===== src/hdl/rlst_pkg.sv =====
`default_nettype none
package rlst_pkg;
    typedef enum logic [2:0] {
        ACT_CLEAR  = 3'd0,
        ACT_APPEND = 3'd1,
        ACT_INSERT = 3'd2,
        ACT_DELETE = 3'd3,
        ACT_READ   = 3'd4
    } t_action;

    localparam logic [1:0] ST_OK   = 2'd0;
    localparam logic [1:0] ST_FULL = 2'd1;
    localparam logic [1:0] ST_IDX  = 2'd2;

    localparam int POS_BITS   = 32;
    localparam int RIDX_BITS  = 6;
    localparam int OSTY_BITS  = 8;
    localparam int OLEN_BITS  = 32;
    localparam int OCNT_BITS  = 7;
    localparam int ISTY_BITS  = 8;
endpackage
`default_nettype wire


===== src/hdl/rlst_ram.sv =====
`default_nettype none
module rlst_ram #(
    parameter int WIDTH = 8,
    parameter int DEPTH = 64
) (
    input  wire logic                     i_clk,
    input  wire logic                     i_we,
    input  wire logic [$clog2(DEPTH)-1:0] i_waddr,
    input  wire logic [WIDTH-1:0]         i_wdata,
    input  wire logic [$clog2(DEPTH)-1:0] i_raddr,
    output logic      [WIDTH-1:0]         o_rdata
);
    logic [WIDTH-1:0] r_mem [DEPTH];

    always_ff @(posedge i_clk) begin
        if (i_we) begin
            r_mem[i_waddr] <= i_wdata;
        end
        o_rdata <= r_mem[i_raddr];
    end
endmodule
`default_nettype wire


===== src/hdl/run_length_style_table_edit.sv =====
// style run table editor, state held in two single-port-read rams (style, length)
// clear/append/unknown go straight to S_OUT; read first fetches the run via S_RWAIT
// insert and delete scan runs via S_SCAN/S_EDIT; delete moves later runs down via S_SHIFT/S_SHWR
// a delete that empties several runs moves the rest down each time
// one request at a time; a waiting result beat only holds the sequencer at its output step
// reset (synchronous, active low) empties the table; ram contents are not cleared
`default_nettype none
module run_length_style_table_edit
    import rlst_pkg::*;
#(
    parameter int MAX_RUNS    = 64,
    parameter int STYLE_BITS  = 8,
    parameter int LENGTH_BITS = 32
) (
    input  wire logic                 i_clk,
    input  wire logic                 i_rst_n,
    input  wire logic                 i_valid,
    output logic                      o_ready,
    input  wire logic [2:0]           i_action,
    input  wire logic [POS_BITS-1:0]  i_position,
    input  wire logic [POS_BITS-1:0]  i_amount,
    input  wire logic [POS_BITS-1:0]  i_end_position,
    input  wire logic [ISTY_BITS-1:0] i_style_index,
    input  wire logic [RIDX_BITS-1:0] i_run_index,
    output logic                      o_valid,
    input  wire logic                 i_ready,
    output logic [1:0]                o_status,
    output logic [OCNT_BITS-1:0]      o_run_count,
    output logic [OSTY_BITS-1:0]      o_run_style,
    output logic [OLEN_BITS-1:0]      o_run_length
);
    localparam int AW = $clog2(MAX_RUNS);
    localparam int CW = $clog2(MAX_RUNS + 1);
    localparam logic [LENGTH_BITS-1:0] LEN_MAX = '1;

    // sequencer states
    localparam logic [2:0] S_IDLE  = 3'd0;
    localparam logic [2:0] S_RWAIT = 3'd1;
    localparam logic [2:0] S_SCAN  = 3'd2;
    localparam logic [2:0] S_EDIT  = 3'd3;
    localparam logic [2:0] S_SHIFT = 3'd4;
    localparam logic [2:0] S_SHWR  = 3'd5;
    localparam logic [2:0] S_OUT   = 3'd6;
    localparam logic [2:0] S_SWAIT = 3'd7;

    logic [2:0]             r_state, n_state;
    logic [CW-1:0]          r_count, n_count;
    logic [2:0]             r_act;
    logic [POS_BITS-1:0]    r_p0, r_amt;
    logic [63:0]            r_pos, n_pos;       // start of the run being visited
    logic [63:0]            r_rem, n_rem;       // delete chars still to remove
    logic                   r_found, n_found;   // delete: first run located
    logic [CW-1:0]          r_idx, n_idx;       // run visited
    logic [CW-1:0]          r_k, n_k;           // shift cursor
    logic [1:0]             r_status, n_status;
    logic [STYLE_BITS-1:0]  r_ost;
    logic [LENGTH_BITS-1:0] r_olen;
    logic                   r_ovalid;

    logic                   we;
    logic [AW-1:0]          waddr, raddr;
    logic [STYLE_BITS-1:0]  wsty, rsty;
    logic [LENGTH_BITS-1:0] wlen, rlen;

    rlst_ram #(.WIDTH(STYLE_BITS), .DEPTH(MAX_RUNS)) u_sty (
        .i_clk(i_clk), .i_we(we), .i_waddr(waddr), .i_wdata(wsty),
        .i_raddr(raddr), .o_rdata(rsty)
    );
    rlst_ram #(.WIDTH(LENGTH_BITS), .DEPTH(MAX_RUNS)) u_len (
        .i_clk(i_clk), .i_we(we), .i_waddr(waddr), .i_wdata(wlen),
        .i_raddr(raddr), .o_rdata(rlen)
    );

    logic accept;
    assign o_ready = (r_state == S_IDLE);
    assign accept  = i_valid && o_ready;

    // result moves to the output register once that register is free or draining
    logic out_load;
    assign out_load = (r_state == S_OUT) && (!r_ovalid || i_ready);

    // run end, saturating in 64 bits
    logic [64:0] end_sum;
    logic [63:0] seg_end;
    assign end_sum = {1'b0, r_pos} + {{(65-LENGTH_BITS){1'b0}}, rlen};
    assign seg_end = end_sum[64] ? '1 : end_sum[63:0];

    // saturating widen of the visited run
    logic [LENGTH_BITS:0]   wide_sum;
    logic [LENGTH_BITS-1:0] wide_len;
    logic [LENGTH_BITS-1:0] amt_len;
    assign amt_len  = (LENGTH_BITS >= POS_BITS)
                    ? LENGTH_BITS'(r_amt)
                    : ((|(r_amt >> LENGTH_BITS)) ? LEN_MAX : LENGTH_BITS'(r_amt));
    assign wide_sum = {1'b0, rlen} + {1'b0, amt_len};
    assign wide_len = wide_sum[LENGTH_BITS] ? LEN_MAX : wide_sum[LENGTH_BITS-1:0];

    // delete take on the visited run
    logic [63:0] offs, avail, take, rlen64;
    assign rlen64 = 64'(rlen);
    assign offs   = r_found ? 64'd0 : (64'(r_p0) - r_pos);
    assign avail  = rlen64 - offs;
    assign take   = (r_rem < avail) ? r_rem : avail;

    logic [LENGTH_BITS-1:0] len_in;
    assign len_in = (LENGTH_BITS >= POS_BITS)
                  ? LENGTH_BITS'(i_amount)
                  : ((|(i_amount >> LENGTH_BITS)) ? LEN_MAX : LENGTH_BITS'(i_amount));

    logic [STYLE_BITS-1:0] sty_in;
    assign sty_in = STYLE_BITS'(i_style_index);

    always_comb begin
        n_state  = r_state;
        n_count  = r_count;
        n_pos    = r_pos;
        n_rem    = r_rem;
        n_found  = r_found;
        n_idx    = r_idx;
        n_k      = r_k;
        n_status = r_status;
        we       = 1'b0;
        waddr    = r_idx[AW-1:0];
        wsty     = rsty;
        wlen     = rlen;
        raddr    = r_idx[AW-1:0];
        unique case (r_state)
            S_IDLE: begin
                if (accept) begin
                    n_status = ST_OK;
                    n_pos    = '0;
                    n_idx    = '0;
                    n_found  = 1'b0;
                    n_rem    = 64'(i_end_position) - 64'(i_position);
                    n_state  = S_OUT;
                    unique case (i_action)
                        ACT_CLEAR: n_count = '0;
                        ACT_APPEND: begin
                            if (r_count >= CW'(MAX_RUNS)) begin
                                n_status = ST_FULL;
                            end else begin
                                we      = 1'b1;
                                waddr   = r_count[AW-1:0];
                                wsty    = sty_in;
                                wlen    = len_in;
                                n_count = r_count + 1'b1;
                            end
                        end
                        ACT_INSERT: begin
                            if (r_count != '0 && i_amount != '0) begin
                                raddr   = '0;
                                n_state = S_SCAN;
                            end
                        end
                        ACT_DELETE: begin
                            if (r_count != '0 && i_position < i_end_position) begin
                                raddr   = '0;
                                n_state = S_SCAN;
                            end
                        end
                        ACT_READ: begin
                            if (CW'(i_run_index) >= r_count
                                    || 32'(i_run_index) >= 32'(MAX_RUNS)) begin
                                n_status = ST_IDX;
                            end else begin
                                raddr   = AW'(i_run_index);
                                n_state = S_RWAIT;
                            end
                        end
                        default: ;
                    endcase
                end
            end
            S_RWAIT: n_state = S_OUT;
            S_SCAN: n_state = S_EDIT;   // ram data for r_idx arrives
            S_EDIT: begin
                if (r_act == ACT_INSERT) begin
                    if (64'(r_p0) < seg_end || r_idx == r_count - 1'b1) begin
                        we      = 1'b1;
                        wlen    = wide_len;
                        n_state = S_OUT;
                    end else begin
                        n_pos   = seg_end;
                        n_idx   = r_idx + 1'b1;
                        n_state = S_SCAN;
                    end
                end else if (!r_found && !(seg_end > 64'(r_p0))) begin
                    n_pos = seg_end;
                    n_idx = r_idx + 1'b1;
                    n_state = (r_idx + 1'b1 >= r_count) ? S_OUT : S_SCAN;
                end else begin
                    n_found = 1'b1;
                    n_rem   = r_rem - take;
                    if (rlen64 == take) begin
                        // run emptied: move later runs down
                        n_k = r_idx;
                        if (r_idx + 1'b1 >= r_count) begin
                            n_count = r_count - 1'b1;
                            n_state = S_OUT;
                        end else begin
                            raddr   = AW'(r_idx + 1'b1);
                            n_state = S_SHIFT;
                        end
                    end else begin
                        we    = 1'b1;
                        wlen  = LENGTH_BITS'(rlen64 - take);
                        n_idx = r_idx + 1'b1;
                        n_state = (r_rem == take || r_idx + 1'b1 >= r_count)
                                ? S_OUT : S_SCAN;
                    end
                end
            end
            S_SHIFT: begin
                raddr   = AW'(r_k + 1'b1);
                n_state = S_SHWR;
            end
            S_SHWR: begin
                we    = 1'b1;
                waddr = r_k[AW-1:0];
                n_k   = r_k + 1'b1;
                if (r_k + 2'd2 >= r_count) begin
                    n_count = r_count - 1'b1;
                    n_state = (r_rem == '0 || r_idx >= r_count - 1'b1)
                            ? S_OUT : S_SCAN;
                end else begin
                    raddr   = AW'(r_k + 2'd2);
                    n_state = S_SHIFT;
                end
            end
            // hold here while the previous result beat still waits
            S_OUT: n_state = out_load ? S_SWAIT : S_OUT;
            S_SWAIT: n_state = S_IDLE;
            default: n_state = S_IDLE;
        endcase
    end

    always_ff @(posedge i_clk) begin
        if (!i_rst_n) begin
            r_state  <= S_IDLE;
            r_count  <= '0;
            r_ovalid <= 1'b0;
        end else begin
            r_state <= n_state;
            r_count <= n_count;
            if (out_load) begin
                r_ovalid <= 1'b1;
            end else if (r_ovalid && i_ready) begin
                r_ovalid <= 1'b0;
            end
        end
    end

    always_ff @(posedge i_clk) begin
        if (accept) begin
            r_act <= i_action;
            r_p0  <= i_position;
            r_amt <= i_amount;
        end
        r_pos    <= n_pos;
        r_rem    <= n_rem;
        r_found  <= n_found;
        r_idx    <= n_idx;
        r_k      <= n_k;
        r_status <= n_status;
        if (r_state == S_RWAIT) begin
            r_ost  <= rsty;
            r_olen <= rlen;
        end else if (r_state == S_IDLE) begin
            r_ost  <= '0;
            r_olen <= '0;
        end
    end

    // result stays put while the edit unwinds; held in the output register
    logic [1:0]           r_ostat;
    logic [OCNT_BITS-1:0] r_ocnt;
    logic [OSTY_BITS-1:0] r_osty;
    logic [OLEN_BITS-1:0] r_olenq;
    always_ff @(posedge i_clk) begin
        if (out_load) begin
            r_ostat <= r_status;
            r_ocnt  <= OCNT_BITS'(r_count);
            r_osty  <= OSTY_BITS'(r_ost);
            r_olenq <= OLEN_BITS'(r_olen);
        end
    end

    assign o_valid      = r_ovalid;
    assign o_status     = r_ostat;
    assign o_run_count  = r_ocnt;
    assign o_run_style  = r_osty;
    assign o_run_length = r_olenq;

`ifndef NO_ASSERTIONS
    a_count_max: assert property (@(posedge i_clk) disable iff (!i_rst_n)
        r_count <= CW'(MAX_RUNS)) else $error("run count beyond table size");
    a_no_accept_busy: assert property (@(posedge i_clk) disable iff (!i_rst_n)
        (r_state != S_IDLE) |-> !o_ready) else $error("accept while busy");
    a_out_hold: assert property (@(posedge i_clk) disable iff (!i_rst_n)
        (o_valid && !i_ready) |=> o_valid && $stable(o_run_count))
        else $error("result beat dropped");
`endif
endmodule
`default_nettype wire

===== config.mk =====
export PLATFORM = sky130hd
export DESIGN_NAME = run_length_style_table_edit
export DESIGN_NICKNAME = d
export VERILOG_FILES = /design/src/hdl/rlst_pkg.sv /design/src/hdl/rlst_ram.sv /design/src/hdl/run_length_style_table_edit.sv
export SDC_FILE = /design/constraint.sdc
export NUM_CORES = 2
export LEC_CHECK = 0
export BUFFER_PORTS_ARGS = -buffer_cell sky130_fd_sc_hd__buf_2
export CAP_MARGIN = 25
export CORE_ASPECT_RATIO = 0.6
export CORE_UTILIZATION = 36
export CTS_CLUSTER_SIZE = 12
export DETAILED_ROUTE_END_ITERATION = 7
export PLACE_DENSITY = 0.57
export SLEW_MARGIN = 20
export SYNTH_ARGS = -nofsm -noshare
export SYNTH_HDL_FRONTEND = slang
export SYNTH_SLANG_ARGS = --single-unit

===== constraint.sdc =====
create_clock -name i_clk -period 21.8 [get_ports i_clk]
set_clock_uncertainty 0.05 [all_clocks]
set_input_delay 2.18 -clock i_clk [delete_from_list [all_inputs] [get_ports i_clk]]
set_output_delay 2.18 -clock i_clk [all_outputs]
set_load 0.02 [all_outputs]

; ---- Word level (Yosys, flattened, before mapping)
; Memory sizes are Yosys's and may differ from the RTL's. A register that Yosys moved wholly into a read port is not among the register bits.
; Cells that the tools add are included.
[word_totals]
register_bits = 312
ram_bits = 2560
inputBits = 117
output_inout_bits = 51
mem_count = 2
[mem_list]
columns = memory, depth, word_bits, rd, rd_clocked_by_memory_dff, write_ports, line_no
row1 = u_len.r_mem, 64, 32, 1, 1, 1, rlst_ram.sv:13  ; logic [WIDTH-1:0] r_mem [DEPTH];
row2 = u_sty.r_mem, 64, 8, 1, 1, 1, rlst_ram.sv:13
[op_classes]
addsub = 12
magnitude_cmp = 9
eq_ne = 26
mux = 98
reduce_logical = 29
[ops]
columns = cell, count
row1 = $mux 64, 10
row2 = $mux 32, 10
row3 = $pmux 64 s2, 2
row4 = $sub 32x64->64, 2
row5 = $mux 7, 15
row6 = $mux 6, 12
row7 = $add 64x32->65, 1
row8 = $eq 32x64->1, 1
row9 = $eq 64x64->1, 1
row10 = $gt 64x32->1, 1
row11 = $logic_not 64->1, 1
row12 = $lt 32x64->1, 1
row13 = $lt 64x64->1, 1
row14 = $pmux 32 s2, 1
row15 = $sub 64x64->64, 1
row16 = $mux 8, 6
row17 = $pmux 7 s2, 3
row18 = $mux 3, 12
row19 = $add 32x32->33, 1
row20 = $sub 32x32->33, 1
row21 = $lt 32x32->1, 1
row22 = $reduce_bool 32->1, 1
row23 = $sub 32x32->32, 1
row24 = $pmux 3 s8, 1
row25 = 35 further kinds, 87

; ---- Logic depth before layout (Yosys ltp)
[depth]
ltp_word = 12
ltp_mapped = 67
ltp_nobuf = 61

; ---- Hierarchy
; A second synthesis with hierarchy kept.
[unflattened]
cells_unflattened = 8807
hier_area_um2 = 134536.5
[modules_own_cells]
columns = module, instances, cells_per_inst, area_each_um2, seq_area_each_um2
row1 = rlst_ram at u_len, 1, 3511, 79039.6, 62139.6
row2 = run_length_style_table_edit, 1, 4356, 35330.1, 9258.9
row3 = rlst_ram at u_sty, 1, 940, 20166.8, 15534.9

; ---- Worst setup path before layout
; Ideal clock, no wire load.
[synth_path]
kind = reg-to-reg
start = reg r_pos[0]
end = mem u_len.r_mem[0][31] in the netlist's numbering, data pin
arrival_time_ps = 14520
required_ps = 21049
setup_slack_ps = 6528
path_stages_with_launch = 60
synth_period_minus_slack_ps = 15272
path_cell_list = edfxtp_1 -> ha_1 -> fa_1 -> nand2b_1 -> a21oi_1 -> o21ai_0 -> o21ai_2 -> o2111a_1 -> nor2_1 -> nor2_1 -> nor2_1 -> xnor2_1 -> nand2_1 -> ha_1 -> and4_1 -> and3_1 -> nand4_1 -> a2111oi_0 -> [... 24 more ...] -> o21ai_0 -> a21boi_0 -> o21ai_0 -> a21boi_0 -> o21a_1 -> o21a_1 -> o41a_1 -> a2111o_1 -> a31oi_1 -> a211oi_1 -> a211oi_1 -> o21bai_1 -> a41oi_1 -> o21bai_1 -> a21oi_1 -> xnor2_1 -> o221ai_1 -> o21ai_0
[synth_via]
elab_chain_len = 10
elab_cells_between_ends = 19
cone_classes = add/sub: 4 / order compare: 3 / eq/ne: 1 / mux: 8 / reduce/logical: 3
[synth_rtl]
columns = item, line_no
row1 = start: declaration, run_length_style_table_edit.sv:50  ; logic [63:0] r_pos, n_pos;
row2 = start signal: assignment, run_length_style_table_edit.sv:259  ; r_pos <= n_pos;
row3 = $sub 32x64->64, run_length_style_table_edit.sv:101  ; assign offs = r_found ? 64'd0 : (64'(r_p0) - r_pos);
row4 = $mux 64, run_length_style_table_edit.sv:101
row5 = $sub 32x64->64, run_length_style_table_edit.sv:102  ; assign avail = rlen64 - offs;
row6 = $lt 64x64->1, run_length_style_table_edit.sv:103  ; assign take = (r_rem < avail) ? r_rem : avail;
row7 = $mux 64, run_length_style_table_edit.sv:103
row8 = $sub 32x32->32 / $eq 32x64->1 (equally long branches), "run_length_style_table_edit.sv:206, run_length_style_table_edit.sv:194"
row9 = $mux 32, run_length_style_table_edit.sv:194  ; if (rlen64 == take) begin
row10 = $mux 32, run_length_style_table_edit.sv:187  ; end else if (!r_found && !(seg_end > 64'(r_p0))) begin
row11 = $mux 32 *, run_length_style_table_edit.sv:177  ; if (r_act == ACT_INSERT) begin
row12 = $pmux 32 s2 *, run_length_style_table_edit.sv:127  ; unique case (r_state)
row13 = via u_len.i_wdata[31], rlst_ram.sv:9  ; input wire logic [WIDTH-1:0] i_wdata,
row14 = end: declaration, rlst_ram.sv:13
; The timed path passes the listed nets; every way through them passes the cells marked *.

; ---- Final worst setup path
[layout_path]
start = reg r_p0[0]
end = reg u_len.o_rdata[9] (read register of u_len.r_mem)
[layout_via]
elab_chain_len = 10
elab_cells_between_ends = 13
cone_classes = add/sub: 2 / order compare: 2 / eq/ne: 1 / mux: 6 / reduce/logical: 2
[layout_rtl]
columns = item, line_no
row1 = start: declaration, run_length_style_table_edit.sv:49  ; logic [POS_BITS-1:0] r_p0, r_amt;
row2 = start signal: assignment, run_length_style_table_edit.sv:256  ; r_p0 <= i_position;
row3 = $sub 32x64->64, run_length_style_table_edit.sv:101
row4 = $mux 64, run_length_style_table_edit.sv:101
row5 = $sub 32x64->64, run_length_style_table_edit.sv:102
row6 = $lt 64x64->1, run_length_style_table_edit.sv:103
row7 = $mux 64, run_length_style_table_edit.sv:103
row8 = $eq 32x64->1, run_length_style_table_edit.sv:194
row9 = $mux 6, run_length_style_table_edit.sv:194
row10 = $mux 6 *, run_length_style_table_edit.sv:187
row11 = $mux 6 *, run_length_style_table_edit.sv:177
row12 = $pmux 6 s4 *, run_length_style_table_edit.sv:127
row13 = end: declaration, rlst_ram.sv:11  ; output logic [WIDTH-1:0] o_rdata
; Every way passes the cells marked *; elsewhere a longest branch is shown, timed or not.
; A chain may end at the register's enable or synchronous reset.

==> results.txt <==
Core Area: 367000 um2
CTS Hold Buffers Added: 0
Worst Hold Class: reg -> reg
Wirelength, routed: 534 mm
Hold Startpoint: r_olen[29]
Largest family of logic cells by synthesized area: multiplexers
Worst Path Required: 22.54 ns
Post-CTS Setup Inserts: 0
CTS tree: done
Crit. End Element: flip-flop
Minimum clock period: 17.73 ns
Setup Viol. Count Final: 0
Vias: 90053
Routed Antenna Nets: 0
Via density: 6.26
# resized after CTS: 0
Vias in the first global route: 81319
Worst EP arrival: 18.47 ns
Share of layout cells above drive strength 1: 14.8%
Synth Area in Adders: 3.69%
FF-to-FF Start: r_p0[0]
Die Wd: 786 um
Synth Area in Compound Gates: 9.30%
Pre-antenna DRT Iters: 8
CTS sink count: 2912
Register area share after synthesis: 65.4%
Fin. Hold Viols: 0
Pleak: 52.3 nW
GRT met2 Usage: 33.9%
Fin nets: 9782
Max Clk Rate: 0.0564 GHz
Area delta synth->final: 13.5%
DRC: 0
Worst skew pair latency: 0.97 ns
Initial core utilization: 36.2%
Tightest Pin Transition: 1.25 ns
Max Cap Viol: 0
Unrepaired setup endpoints after global routing: false
Distinct cells, synth: 104
Startpoint Class: flip-flop
Relative slew margins: 16.1%
Simple-gate share of the synthesized area: 6.88%
HPWL after DPL: 351 mm
Clock buffer count from CTS: 298
Die height: 473 um
Avg WL per Cell: 37.1 um
Initial antenna violation count: 69
Async set or reset register ratio after synthesis: 0%
Worst path most repeated cell: buf_4
CP max stage delay: 0.87 ns
Crit path buffers/inverters: 9
Cells after synthesis: 8931
GRT Util Overall: 27.9%
P per Cell Area: 159 nW/um2
Met3 GRT Util: 12.4%
Worst-path clk slew: 0.06 ns
Outcome: finished, final reports clean
DR iter-0 viols: 15526
Gr busiest metal: met1
WHS: 0.367 ns
Core Rows: 172
Final Max Tran Viols: 0
Port-buffer cells: 167
Post-synthesis xor/xnor area fraction: 1.73%
Bufs on Longest Clock Path: 4
CTS root buffer: clkbuf_16
Crit-path max FO: 83
Critical Path Start: r_p0[0]
Pin count of the biggest net entering global routing: 111
H-tree Lvls: 5
Commonest cells after routing, fill and taps aside: 2861 x edfxtp_1, 703 x mux2i_1, 471 x nand2_1
Grt total ovfl: 0
Peak supply drop: 135 uV
M1 GR Usage: 44.2%
Crit Path Category: reg -> reg
Top FF cell, synth: edfxtp_1
Number of synthesized register bits: 2912
I/O pin cnt: 168
Period Utilization, post-route: 81.3%
Post-synthesis mux area share: 10.8%
Total power: 0.0240 W
Largest delay share family, worst path: simple AND/OR/NAND/NOR gates
Dpl cells: 13836
Post-synth EDFFs: 2861
Placer Congestion: 1.02
Commonest non-fill, non-tap cell in the layout: edfxtp_1
Warnings, synthesis: 0
Syn Std Cell Area: 133000 um2
Syn_area_per_cell: 14.9 um2
CP max stage cell: nor4_2
TNS Setup: 0 ns
Global-route wire length before repair: 711 mm
Mapped Nets: 9436
Final non-filler cell total: 14389
Die area: 372000 um2
## metrics by stage
stage	utilization (%)	setup slack, ns	cell area (um2)
6_report	41.1	4.07	151000
5_1_grt	41.1	3.25	151000
4_1_cts	41.0	3.57	150000
3_5_place_dp	38.6	3.64	142000
3_3_place_gp	38.5	3.51	141000
2_1_floorplan	-	6.53	133000
## Yosys cell counts, drive strengths merged (57+ instances only)
cell type	count	area [um2]
edfxtp	2861	85900
mux2i	710	7110
nand2	492	1850
a21oi	434	2180
ha	381	4770
nor2	376	1420
mux4	314	7070
o21ai	286	1440
clkbuf	250	938
inv	241	905
nor3	193	976
buf	183	1020
a22oi	159	1190
xnor2	159	1390
nand3	142	721
a21o	141	1060
o22a	110	963
nand4	106	663
and3	103	644
xor2	102	901
a31oi	89	563
a211oi	67	526
o22ai	66	413
nand2b	65	407
nor4	65	434
or3	57	367
## worst paths after layout
| check | to | slack, ns | depth (start not counted) |
|---|---|---|---|
| hold / removal | o_run_length[29] | 0.37 | 0 |
| setup / recovery | u_len.o_rdata[9] | 4.07 | 53 |
| hold reg to reg | o_run_length[29] | 0.37 | 0 |
| setup reg to reg | u_len.o_rdata[9] | 4.07 | 53 |
## state kept, by name (all words and copies together) (netlist names), 32 cells and up
name / cells
u_len.r_mem: 2048
u_sty.r_mem: 512
r_pos: 64
r_rem: 64
amt_len: 32
o_run_length: 32
r_olen: 32
r_p0: 32
u_len.o_rdata: 32
## layer usage
layer  routed length [um]  vias to the layer above  part of all wire, %
met3                87800                      638                   16
li1                     -                    36236                    -
met1               240000                    46632                   45
met5                  531                        -                0.099
met4                11500                       28                  2.2
met2               195000                     6519                   36
## cell families (layout without fill, tap and decap cells)
| group | after synthesis | count (layout) |
|---|---|---|
| compound gates | 1824 | 1824 |
| xor+xnor | 261 | 261 |
| fa+ha+maj | 388 | 388 |
| buf+inv | 677 | 1219 |
| flops | 2912 | 2912 |
| mux | 1039 | 1039 |
| other cells | 0 | 44 |
| simple gates | 1830 | 1830 |
## report_power, final
group	total [W]	switching [W]	internal (W)
Sequential	0.00755	0.000291	0.00726
Clock	0.00488	0.00223	0.00266
Combinational	0.0115	0.00782	0.00371
## area by class of cell
cell class / count / area (um2)
Clock buffer: 442 / 8110
Inverter: 244 / 916
Multi-Input combinational cell: 5342 / 44300
Tap cell: 4872 / 6100
Fill cell: 33262 / 216000
Timing Repair Buffer: 479 / 3630
Sequential cell: 2912 / 86900
Antenna cell: 44 / 110
Clock inverter: 54 / 634
(Power assumes the default switching activity.)
